--- config.mk ---
export PLATFORM = sky130hd
export DESIGN_NAME = speed_step_interpolator
export DESIGN_NICKNAME = d
export VERILOG_FILES = /design/src/sv/ssi_pkg.sv /design/src/sv/speed_step_interpolator.sv /design/src/sv/ssi_queue.sv /design/src/sv/ssi_front.sv /design/src/sv/ssi_back.sv
export SDC_FILE = /design/constraint.sdc
export NUM_CORES = 2
export LEC_CHECK = 0
export BUFFER_PORTS_ARGS = -buffer_cell sky130_fd_sc_hd__buf_2
export CORE_MARGIN = 2
export CORE_UTILIZATION = 30
export DETAILED_ROUTE_END_ITERATION = 16
export REMOVE_ABC_BUFFERS = 1
export SLEW_MARGIN = 10
export SYNTH_ARGS = -nofsm -noshare
export SYNTH_HDL_FRONTEND = slang
export SYNTH_SLANG_ARGS = --single-unit
export TNS_END_PERCENT = 30
--- constraint.sdc ---
create_clock -name clk_i -period 9.7 [get_ports clk_i]
set_clock_uncertainty 0.05 [all_clocks]
set_input_delay 0.97 -clock clk_i [delete_from_list [all_inputs] [get_ports clk_i]]
set_output_delay 0.97 -clock clk_i [all_outputs]
set_load 0.01 [all_outputs]
--- src/sv/ssi_pkg.sv ---
package ssi_pkg;

  localparam int unsigned KEY_W     = 16;
  localparam int unsigned STEP_W    = 7;
  localparam int unsigned POINT_W   = 23;
  localparam int unsigned PCNT_W    = 3;
  localparam int unsigned CFG_IDX_W = 3;
  localparam int unsigned PROD_W    = 2 * KEY_W;
  localparam int unsigned DIV_STEPS = KEY_W;
  localparam int unsigned MID_DEPTH = 4;
  localparam int unsigned OUT_DEPTH = 32;
  localparam int unsigned OUT_CNT_W = $clog2(OUT_DEPTH + 1);

  localparam logic [CFG_IDX_W-1:0] REG_POINT_COUNT = CFG_IDX_W'(0);

  typedef logic [POINT_W-1:0] point_t;

  typedef struct packed {
    logic             direct;
    logic             clamped;
    logic [KEY_W-1:0] base;
    logic             neg;
    logic [KEY_W-1:0] num;
    logic [KEY_W-1:0] mag;
    logic [KEY_W-1:0] den;
  } cls_t;

  typedef struct packed {
    logic [KEY_W-1:0] result;
    logic             clamped;
  } res_t;

endpackage

--- src/sv/speed_step_interpolator.sv ---
// An item passes the mid queue, the product register, the divider and the result queue.
// Throughput: one item per cycle unless stalled, kept by a 16-stage restoring divider.
// The back end issues only while its in-flight items fit in the 32-entry result queue.
// Reset clears the point count and all breakpoints to zero and empties both queues.
module speed_step_interpolator #(
  parameter int unsigned MAX_POINTS = 7
) (
  input  logic                              clk_i,
  input  logic                              rst_ni,
  input  logic                              push,
  output logic                              full,
  input  logic                              op_i,
  input  logic [ssi_pkg::KEY_W-1:0]         value_i,
  output logic                              empty,
  input  logic                              pop,
  output logic [ssi_pkg::KEY_W-1:0]         result_o,
  output logic                              clamped_o,
  input  logic                              cfg_valid_i,
  output logic                              cfg_ready_o,
  input  logic [ssi_pkg::CFG_IDX_W-1:0]     cfg_index_i,
  input  logic [ssi_pkg::POINT_W-1:0]       cfg_data_i
);

  import ssi_pkg::*;

  logic [PCNT_W-1:0]    count_q;
  point_t               points_q [MAX_POINTS];
  cls_t                 cls_wr;
  cls_t                 cls_rd;
  logic                 cls_empty;
  logic                 cls_pop;
  logic [OUT_CNT_W-1:0] out_count;
  logic                 out_push;
  res_t                 out_wr;
  res_t                 out_rd;

  assign cfg_ready_o = 1'b1;

  always_ff @(posedge clk_i or negedge rst_ni) begin
    if (!rst_ni) begin
      count_q <= '0;
      for (int i = 0; i < MAX_POINTS; i++) begin
        points_q[i] <= '0;
      end
    end else if (cfg_valid_i) begin
      if (cfg_index_i == REG_POINT_COUNT) begin
        count_q <= cfg_data_i[PCNT_W-1:0];
      end
      for (int i = 0; i < MAX_POINTS; i++) begin
        if (cfg_index_i == CFG_IDX_W'(i + 1)) begin
          points_q[i] <= cfg_data_i;
        end
      end
    end
  end

  ssi_front #(
    .MAX_POINTS(MAX_POINTS)
  ) u_front (
    .op_i    (op_i),
    .value_i (value_i),
    .count_i (count_q),
    .points_i(points_q),
    .cls_o   (cls_wr)
  );

  ssi_queue #(
    .WIDTH($bits(cls_t)),
    .DEPTH(MID_DEPTH)
  ) u_mid_queue (
    .clk_i  (clk_i),
    .rst_ni (rst_ni),
    .push_i (push),
    .data_i (cls_wr),
    .full_o (full),
    .pop_i  (cls_pop),
    .empty_o(cls_empty),
    .data_o (cls_rd),
    .count_o()
  );

  ssi_back u_back (
    .clk_i      (clk_i),
    .rst_ni     (rst_ni),
    .cls_i      (cls_rd),
    .cls_empty_i(cls_empty),
    .cls_pop_o  (cls_pop),
    .out_count_i(out_count),
    .out_push_o (out_push),
    .out_data_o (out_wr)
  );

  ssi_queue #(
    .WIDTH($bits(res_t)),
    .DEPTH(OUT_DEPTH)
  ) u_out_queue (
    .clk_i  (clk_i),
    .rst_ni (rst_ni),
    .push_i (out_push),
    .data_i (out_wr),
    .full_o (),
    .pop_i  (pop),
    .empty_o(empty),
    .data_o (out_rd),
    .count_o(out_count)
  );

  assign result_o  = out_rd.result;
  assign clamped_o = out_rd.clamped;

endmodule

--- src/sv/ssi_queue.sv ---
module ssi_queue #(
  parameter int unsigned WIDTH = 8,
  parameter int unsigned DEPTH = 4
) (
  input  logic                           clk_i,
  input  logic                           rst_ni,
  input  logic                           push_i,
  input  logic [WIDTH-1:0]               data_i,
  output logic                           full_o,
  input  logic                           pop_i,
  output logic                           empty_o,
  output logic [WIDTH-1:0]               data_o,
  output logic [$clog2(DEPTH + 1)-1:0]   count_o
);

  localparam int unsigned PTR_W = (DEPTH > 1) ? $clog2(DEPTH) : 1;
  localparam int unsigned CNT_W = $clog2(DEPTH + 1);

  logic [WIDTH-1:0] mem_q [DEPTH];
  logic [PTR_W-1:0] wr_ptr_q, wr_ptr_d;
  logic [PTR_W-1:0] rd_ptr_q, rd_ptr_d;
  logic [CNT_W-1:0] count_q, count_d;
  logic             wr_en;
  logic             rd_en;

  assign full_o  = (count_q == CNT_W'(DEPTH));
  assign empty_o = (count_q == '0);
  assign data_o  = mem_q[rd_ptr_q];
  assign count_o = count_q;
  assign wr_en   = push_i && !full_o;
  assign rd_en   = pop_i && !empty_o;

  always_comb begin
    wr_ptr_d = wr_ptr_q;
    rd_ptr_d = rd_ptr_q;
    count_d  = count_q;
    if (wr_en) begin
      wr_ptr_d = (wr_ptr_q == PTR_W'(DEPTH - 1)) ? '0 : wr_ptr_q + PTR_W'(1);
    end
    if (rd_en) begin
      rd_ptr_d = (rd_ptr_q == PTR_W'(DEPTH - 1)) ? '0 : rd_ptr_q + PTR_W'(1);
    end
    if (wr_en && !rd_en) begin
      count_d = count_q + CNT_W'(1);
    end else if (rd_en && !wr_en) begin
      count_d = count_q - CNT_W'(1);
    end
  end

  always_ff @(posedge clk_i or negedge rst_ni) begin
    if (!rst_ni) begin
      wr_ptr_q <= '0;
      rd_ptr_q <= '0;
      count_q  <= '0;
    end else begin
      wr_ptr_q <= wr_ptr_d;
      rd_ptr_q <= rd_ptr_d;
      count_q  <= count_d;
    end
  end

  always_ff @(posedge clk_i) begin
    if (wr_en) begin
      mem_q[wr_ptr_q] <= data_i;
    end
  end

endmodule

--- src/sv/ssi_front.sv ---
module ssi_front #(
  parameter int unsigned MAX_POINTS = 7
) (
  input  logic                          op_i,
  input  logic [ssi_pkg::KEY_W-1:0]     value_i,
  input  logic [ssi_pkg::PCNT_W-1:0]    count_i,
  input  ssi_pkg::point_t               points_i [MAX_POINTS],
  output ssi_pkg::cls_t                 cls_o
);

  import ssi_pkg::*;

  logic [KEY_W-1:0] key   [MAX_POINTS];
  logic [KEY_W-1:0] outv  [MAX_POINTS];
  logic [MAX_POINTS-1:0] lt;
  logic [MAX_POINTS-1:0] ge;
  logic [KEY_W-1:0] l_in, l_out, r_in, r_out;
  logic             have_right;
  logic [KEY_W:0]   diff;

  always_comb begin
    for (int i = 0; i < MAX_POINTS; i++) begin
      key[i]  = op_i ? KEY_W'(points_i[i][POINT_W-1:KEY_W]) : points_i[i][KEY_W-1:0];
      outv[i] = op_i ? points_i[i][KEY_W-1:0] : KEY_W'(points_i[i][POINT_W-1:KEY_W]);
      lt[i]   = (count_i > PCNT_W'(i)) && (key[i] < value_i);
      ge[i]   = (count_i > PCNT_W'(i)) && (key[i] >= value_i);
    end
  end

  always_comb begin
    l_in  = '0;
    l_out = '0;
    for (int i = 0; i < MAX_POINTS; i++) begin
      if (lt[i]) begin
        l_in  = key[i];
        l_out = outv[i];
      end
    end
    r_in  = '0;
    r_out = '0;
    for (int i = MAX_POINTS - 1; i >= 0; i--) begin
      if (ge[i]) begin
        r_in  = key[i];
        r_out = outv[i];
      end
    end
    have_right = |ge;
  end

  always_comb begin
    diff          = {1'b0, r_out} - {1'b0, l_out};
    cls_o.num     = value_i - l_in;
    cls_o.den     = r_in - l_in;
    cls_o.neg     = diff[KEY_W];
    cls_o.mag     = diff[KEY_W] ? KEY_W'(-diff) : diff[KEY_W-1:0];
    cls_o.clamped = !have_right;
    if (!have_right) begin
      cls_o.direct = 1'b1;
      cls_o.base   = l_out;
    end else if (r_in <= l_in) begin
      cls_o.direct = 1'b1;
      cls_o.base   = r_out;
    end else begin
      cls_o.direct = 1'b0;
      cls_o.base   = l_out;
    end
  end

endmodule

--- src/sv/ssi_back.sv ---
module ssi_back (
  input  logic                           clk_i,
  input  logic                           rst_ni,
  input  ssi_pkg::cls_t                  cls_i,
  input  logic                           cls_empty_i,
  output logic                           cls_pop_o,
  input  logic [ssi_pkg::OUT_CNT_W-1:0]  out_count_i,
  output logic                           out_push_o,
  output ssi_pkg::res_t                  out_data_o
);

  import ssi_pkg::*;

  typedef struct packed {
    logic             direct;
    logic             clamped;
    logic [KEY_W-1:0] base;
    logic             neg;
    logic [KEY_W-1:0] den;
    logic [KEY_W-1:0] rem;
    logic [KEY_W-1:0] sh;
  } div_stage_t;

  logic                  s0_valid_q;
  cls_t                  s0_cls_q;
  logic [PROD_W-1:0]     s0_prod_q;
  logic [DIV_STEPS-1:0]  dv_valid_q;
  div_stage_t            dv_q [DIV_STEPS];
  div_stage_t            dv_d [DIV_STEPS];
  logic [OUT_CNT_W-1:0]  inflight_q, inflight_d;
  logic [OUT_CNT_W:0]    occupancy;
  div_stage_t            last;

  function automatic div_stage_t div_step(div_stage_t s);
    logic [KEY_W:0] t;
    logic           take;
    div_stage_t     r;
    t      = {s.rem, s.sh[KEY_W-1]};
    take   = (t >= {1'b0, s.den});
    r      = s;
    r.rem  = take ? KEY_W'(t - {1'b0, s.den}) : t[KEY_W-1:0];
    r.sh   = {s.sh[KEY_W-2:0], take};
    return r;
  endfunction

  assign occupancy = {1'b0, inflight_q} + {1'b0, out_count_i};
  assign cls_pop_o = !cls_empty_i && (occupancy < (OUT_CNT_W + 1)'(OUT_DEPTH));

  always_comb begin
    div_stage_t first;
    first.direct  = s0_cls_q.direct;
    first.clamped = s0_cls_q.clamped;
    first.base    = s0_cls_q.base;
    first.neg     = s0_cls_q.neg;
    first.den     = s0_cls_q.den;
    first.rem     = s0_prod_q[PROD_W-1:KEY_W];
    first.sh      = s0_prod_q[KEY_W-1:0];
    dv_d[0]       = div_step(first);
    for (int j = 1; j < DIV_STEPS; j++) begin
      dv_d[j] = div_step(dv_q[j-1]);
    end
  end

  assign last       = dv_q[DIV_STEPS-1];
  assign out_push_o = dv_valid_q[DIV_STEPS-1];

  always_comb begin
    out_data_o.clamped = last.clamped;
    if (last.direct) begin
      out_data_o.result = last.base;
    end else if (last.neg) begin
      out_data_o.result = last.base - last.sh;
    end else begin
      out_data_o.result = last.base + last.sh;
    end
  end

  always_comb begin
    inflight_d = inflight_q;
    if (cls_pop_o && !out_push_o) begin
      inflight_d = inflight_q + OUT_CNT_W'(1);
    end else if (out_push_o && !cls_pop_o) begin
      inflight_d = inflight_q - OUT_CNT_W'(1);
    end
  end

  always_ff @(posedge clk_i or negedge rst_ni) begin
    if (!rst_ni) begin
      s0_valid_q <= 1'b0;
      dv_valid_q <= '0;
      inflight_q <= '0;
    end else begin
      s0_valid_q <= cls_pop_o;
      dv_valid_q <= {dv_valid_q[DIV_STEPS-2:0], s0_valid_q};
      inflight_q <= inflight_d;
    end
  end

  always_ff @(posedge clk_i) begin
    s0_cls_q  <= cls_i;
    s0_prod_q <= PROD_W'(cls_i.num) * PROD_W'(cls_i.mag);
    for (int j = 0; j < DIV_STEPS; j++) begin
      dv_q[j] <= dv_d[j];
    end
  end

endmodule

======== After elaboration in Yosys (flattened, before gate mapping) ========
Memory sizes are Yosys's and may differ from the RTL's.
Cells that the tools add are included.
storage, ports and cells
  register bits ........................... 277
  memory bits (writable) .................. 1884
  bits of input ports ..................... 48
  memories kept ........................... 3
operators by class
  $add $sub $neg .......................... 33
  $mul .................................... 1
  magnitude comparators ................... 39
  equality and inequality tests ........... 13
  mux-type cells .......................... 79
  reduce and logical (&&, ||, !) cells .... 51
memories
  memory             depth  bits a word  rd ports  clocked after memory_dff  write ports  line             RTL
  u_back.dv_q        16     67           16        0                         16           ssi_back.sv:28   div_stage_t dv_q [DIV_STEPS];
  u_out_queue.mem_q  32     17           1         0                         1            ssi_queue.sv:19  logic [WIDTH-1:0] mem_q [DEPTH];
  u_mid_queue.mem_q  4      67           1         0                         1            ssi_queue.sv:19
operators with widths
  cell                                                         count
  two-way mux 16 bit                                           63
  subtractor 16 bit                                            19
  >= comparator 17 x 16 -> 1 bit                               16
  >= comparator 16 bit                                         7
  less-than comparator 16 bit                                  7
  multiplier 16 x 16 -> 32 bit                                 1
  logical AND 1 bit                                            25
  two-way mux 6 bit                                            4
  subtractor 16 x 16 -> 17 bit                                 1
  adder 16 bit                                                 1
  less-or-equal comparator 16 bit                              1
  negator 16 bit                                               1
  AND reduction 2 bit                                          8
  == test 3 bit (second input constant)                        5
  adder 6 x 1 -> 6 bit (second input constant)                 2
  subtractor 6 x 1 -> 6 bit (second input constant)            2
  logical NOT 1 bit                                            11
  adder 5 x 1 -> 5 bit (second input constant)                 2
  == test 5 bit (second input constant)                        2
  two-way mux 5 bit                                            2
  > comparator 3 bit (second input constant)                   3
  adder 6 x 6 -> 7 bit                                         1
  less-than comparator 7 x 6 -> 1 bit (second input constant)  1
  OR reduction 7 bit                                           1
  other kinds (15)                                             30

======== Logic depth before layout (Yosys ltp) ========
  depth in word-level cells ............... 13
  mapped depth ............................ 40
  depth with buffers taken out ............ 33

======== Hierarchy ========
A second synthesis with hierarchy kept.
second synthesis, totals
  cell total of the unflattened synthesis .. 7815
  area total of the unflattened synthesis .. 96661.5 um2
by module, submodules not included
  module                    times used  cells each  area an instance (um2)
  ssi_back                  1           4404        47115.2
  ssi_queue at u_out_queue  1           1048        21971.1
  ssi_front                 1           1620        11178.2
  ssi_queue at u_mid_queue  1           388         10121.0
  speed_step_interpolator   1           355         6276.0

======== Least setup slack after synthesis ========
No wires, ideal clock.
  path kind ............................... in2reg
  start ................................... input port op_i
  end ..................................... memory u_mid_queue.mem_q[0][51] (netlist bit) (data pin)
  arrival time ............................ 8810 ps
  slack ................................... 551 ps
  stages on the path ...................... 36
  path buffers ............................ 11
  path through ............................ buf_4 buf_2 clkbuf_1 clkbuf_1 clkbuf_1 clkbuf_1 buf_1 mux2i_1 inv_1 ha_1 a41o_1 a21oi_1 o21ai_0 o41ai_1 clkbuf_1 clkbuf_1 clkbuf_1 o21ai_0 o21ai_0 mux2_2 mux2i_1 a21oi_1 ha_1 inv_1 fa_1 nand2_1 nand2_1 a21oi_1 o21ai_0 a21oi_1 o21ai_0 a221oi_1 a21oi_1 nor2_1 clkbuf_1 o21ai_0
RTL lines
  element          line                           RTL
  start, declared  speed_step_interpolator.sv:12  input logic op_i,
  end, declared    ssi_queue.sv:19

======== Worst setup path after layout ========
  start ................................... register u_mid_queue.rd_ptr_q[1]
  end ..................................... register u_back.s0_prod_q[30]
on the way
  cells in the longest elaborated chain, start to end .. 2
ends and longest elaborated chain
  element                       line             RTL
  start, declared               ssi_queue.sv:21  logic [PTR_W-1:0] rd_ptr_q, rd_ptr_d;
  start signal, assigned        ssi_queue.sv:57  rd_ptr_q <= rd_ptr_d;
  memory (4 x 67 bit)           n/a
  multiplier 16 x 16 -> 32 bit  ssi_back.sv:101  s0_prod_q <= PROD_W'(cls_i.num) * PROD_W'(cls_i.mag);
  end signal, assigned          ssi_back.sv:101
  end, declared                 ssi_back.sv:26   logic [PROD_W-1:0] s0_prod_q;
Every way passes these cells.
A chain may end at the register's enable or synchronous reset.

==> metrics.cfg <==
[logic_synthesis]
synth_top_area_share_pct=25.90
synth_area_leader_cell=edfxtp_1
async_flop_share_pct=9.864
synth_area_leaders=edfxtp_1 26%, dfxtp_1 24%, ha_1 7.5%, dfrtp_1 5.6%, mux4_2 5.4%
synth_cell_type_count=98
synthFlopType=dfxtp_1
yosys_warnings=0
synth_edf_count=812
synth_seq_cells=2129
ys_seq_area_share_pct=55.02
synth.cell_area_um2=94150
synth_area_per_cell_um2=12.50
synthCells=7533

[die]
dieHeight_um=564.2
dieArea_um2=318300
ios=68
start_util_pct=30.16
row_count=205
core_um2=312200
dieWidth_um=564.2

[clock_network]
clk_latency_ns=0.85
post_cts_buffers=0
htree_num_levels=4
clock_sinks=2129
cts_tree=built
clkSlewWorstSetupHoldPaths_ns=0.07
post_cts_resized=0
cts_root_buffer=clkbuf_16
hold_buffers=0
numCtsBuffers=204
clock_path_buffers=4

[routing]
wl_per_cell_um=19.83
drt-total-wl_um=239000
drtAntennaViolNets=0
num_vias=57080
drt_iter0_markers=3952
drc=0
vias_per_cell=4.737
dr.pass1.iters=6

[setup_path]
slowest_stage=o21ai_1
cp.arrival_ns=9.22
cpPeakStageDelay_ns=0.94
worstPathMaxFanout=38
critical_path_required_ns=10.41
crit_type=reg2reg
path_cells=buf_4 > mux2_2 > o21ai_1 > nor2b_1 > fa_1 > inv_1 > fa_1 > inv_1 > fa_1 > fa_1 > inv_1 > fa_1 > inv_1 > fa_1 > ha_1 > or2_2 > a21oi_1 > a31oi_1 > a41o_1 > o41a_1 > a21o_1 > a21o_1 > a311oi_1 > xnor2_1
cp-end-kind=flop
cp_common_cell=fa_1
cp-start-kind=flop

[final_layout]
areaGrowthSynthToFinish_pct=13.57
drive_gt1_share_pct=16.11
final_nets=8565
instances_no_fill=12050

[timing]
setup_viol=0
slew_viol_final=0
setup_ws_ns=1.183
finalCritPeriodShare_pct=87.80
finalHoldViolCount=0
relSlewSlack_pct=15.48
fmax_ghz=0.1174
max_slew.worst_pin.slew_ns=1.259
setup_tns_ns=0
period_needed_ns=8.517
rsz0062_at_grt=false
hold_slack_ns=0.1731

[min_path]
hp-class=in2async

[global_route]
grt_first_pass_wirelength_um=361600
antenna_found_initial=9
grt_max_degree=111
grt_pass1_vias=58980
overflow=0
track_usage_pct=14.79

[place]
gp_congestion=0.9407
placed_cells=11670
dp_hpwl_um=174600
post-place-ws_ns=0.8491
portBuffers=66

[status]
status=completed

[run]
maxCapViolations=0

registers in the layout, summed over array words and instances, names as in the netlist, 6 cells and up:
signal and flops:
u_back.inflight_q 6, points_q 161, u_back.s0_prod_q 32, u_mid_queue.mem_q 268, u_back.dv_valid_q 16, u_out_queue.mem_q 544
u_back.dv_d 35, u_out_queue.count_o 6, u_back.dv_q 1040
cell usage after synthesis (21+ instances only):
cell type,number
clkbuf_1,176
o211ai_1,56
nor2_1,564
a21boi_0,108
dfxtp_1,1107
nand2b_1,58
nand4_1,84
xor2_1,61
a211oi_1,52
a221oi_1,32
o311a_1,21
a21oi_1,249
o21ai_0,319
mux4_2,224
and2_1,41
buf_1,40
mux2i_1,111
a21o_1,71
fa_1,216
nand2_1,501
dfrtp_1,210
nor3_1,42
edfxtp_1,812
nand3_1,30
mux2_2,444
nor2b_1,137
ha_1,561
xnor2_1,156
inv_1,755
critical path: cells and delay by family, from the launching register on:
| kind | cells | cell delay (ns) |
|---|---|---|
| AOI/OAI and AO/OA | 8 | 2.58 |
| xor gates and xnor gates | 1 | 0.15 |
| adders and majority gates | 7 | 3.30 |
| buffers and inverters | 5 | 0.64 |
| DFF | 1 | 0.81 |
| muxes | 1 | 0.38 |
| and+or+nand+nor | 2 | 0.45 |
per-layer routing:
layer  track usage (%)  routed length, um  up-vias
met4             5.061               8664        0
met5                 0                  0        -
met3             1.907              10550      423
met2             26.30             118700     1390
li1                  -                  -    27000
met1             18.35             101000    28270
placed cells by master, fill, tap and decap left out, drive strengths merged, types with 18 or more instances in the layout:
master and instances:
fa 216, mux4 224, xor2 61, o21a 18, and2 41, clkbuf 266
mux2 444, nand2 502, a21o 71, mux2i 111, a211oi 54, nor3 43
o311a 21, buf 224, nand2b 58, and3 18, ha 561, nor2 564
edfxtp 812, o41ai 18, dfrtp 210, clkinv 71, nor2b 137, dfxtp 1107
xnor2 157, nand3 31, a311oi 20, o311ai 20, nand4 84, o211ai 56
o21ai 332, a221oi 33, a21oi 249, inv 767, a21boi 108
cells by family after synthesis:
group | synth area share [%]
xor gates and xnor gates | 2.036
AOI/OAI and AO/OA | 7.554
DFF | 55.02
muxes | 11.85
buffers and inverters | 3.924
and+or+nand+nor | 7.555
other | 0.003983
adders and majority gates | 12.06
final cells by class:
class	instances	area (um2)
diodes	5	12.51
clock inverters	104	1039
well taps	4140	5180
multi-input cells	4424	38850
flip-flops and latches	2129	51820
inverters	757	2841
fillers	30320	205200
repair buffers	224	1583
clock buffers	266	5603
stage by stage:
step	cell area, um2	utilization (%)
detailed placement	100300	32.12
finish	106900	34.25
floorplan	93300	-
global route	106900	34.25
global placement	100300	32.12
CTS	106900	34.25
path summary, 6_finish.rpt:
check                                   startpoint                 endpoint  slack [ns]  depth (start not counted)
min in group clk_i             u_back.s0_prod_q[2]        u_back.dv_q[0][3]        0.21                          0
max reg2reg                u_mid_queue.rd_ptr_q[1]     u_back.s0_prod_q[30]        1.18                         24
max                        u_mid_queue.rd_ptr_q[1]     u_back.s0_prod_q[30]        1.18                         24
min                                         rst_ni            points_q[145]        0.17                          1
min reg2reg                    u_back.s0_prod_q[2]        u_back.dv_q[0][3]        0.21                          0
max in group asynchronous                   rst_ni  u_out_queue.rd_ptr_q[1]        8.15                          2
Power is left out: the tool's default activity adds up to more than one toggle a clock period on the data nets, which glitch-free logic cannot reach.
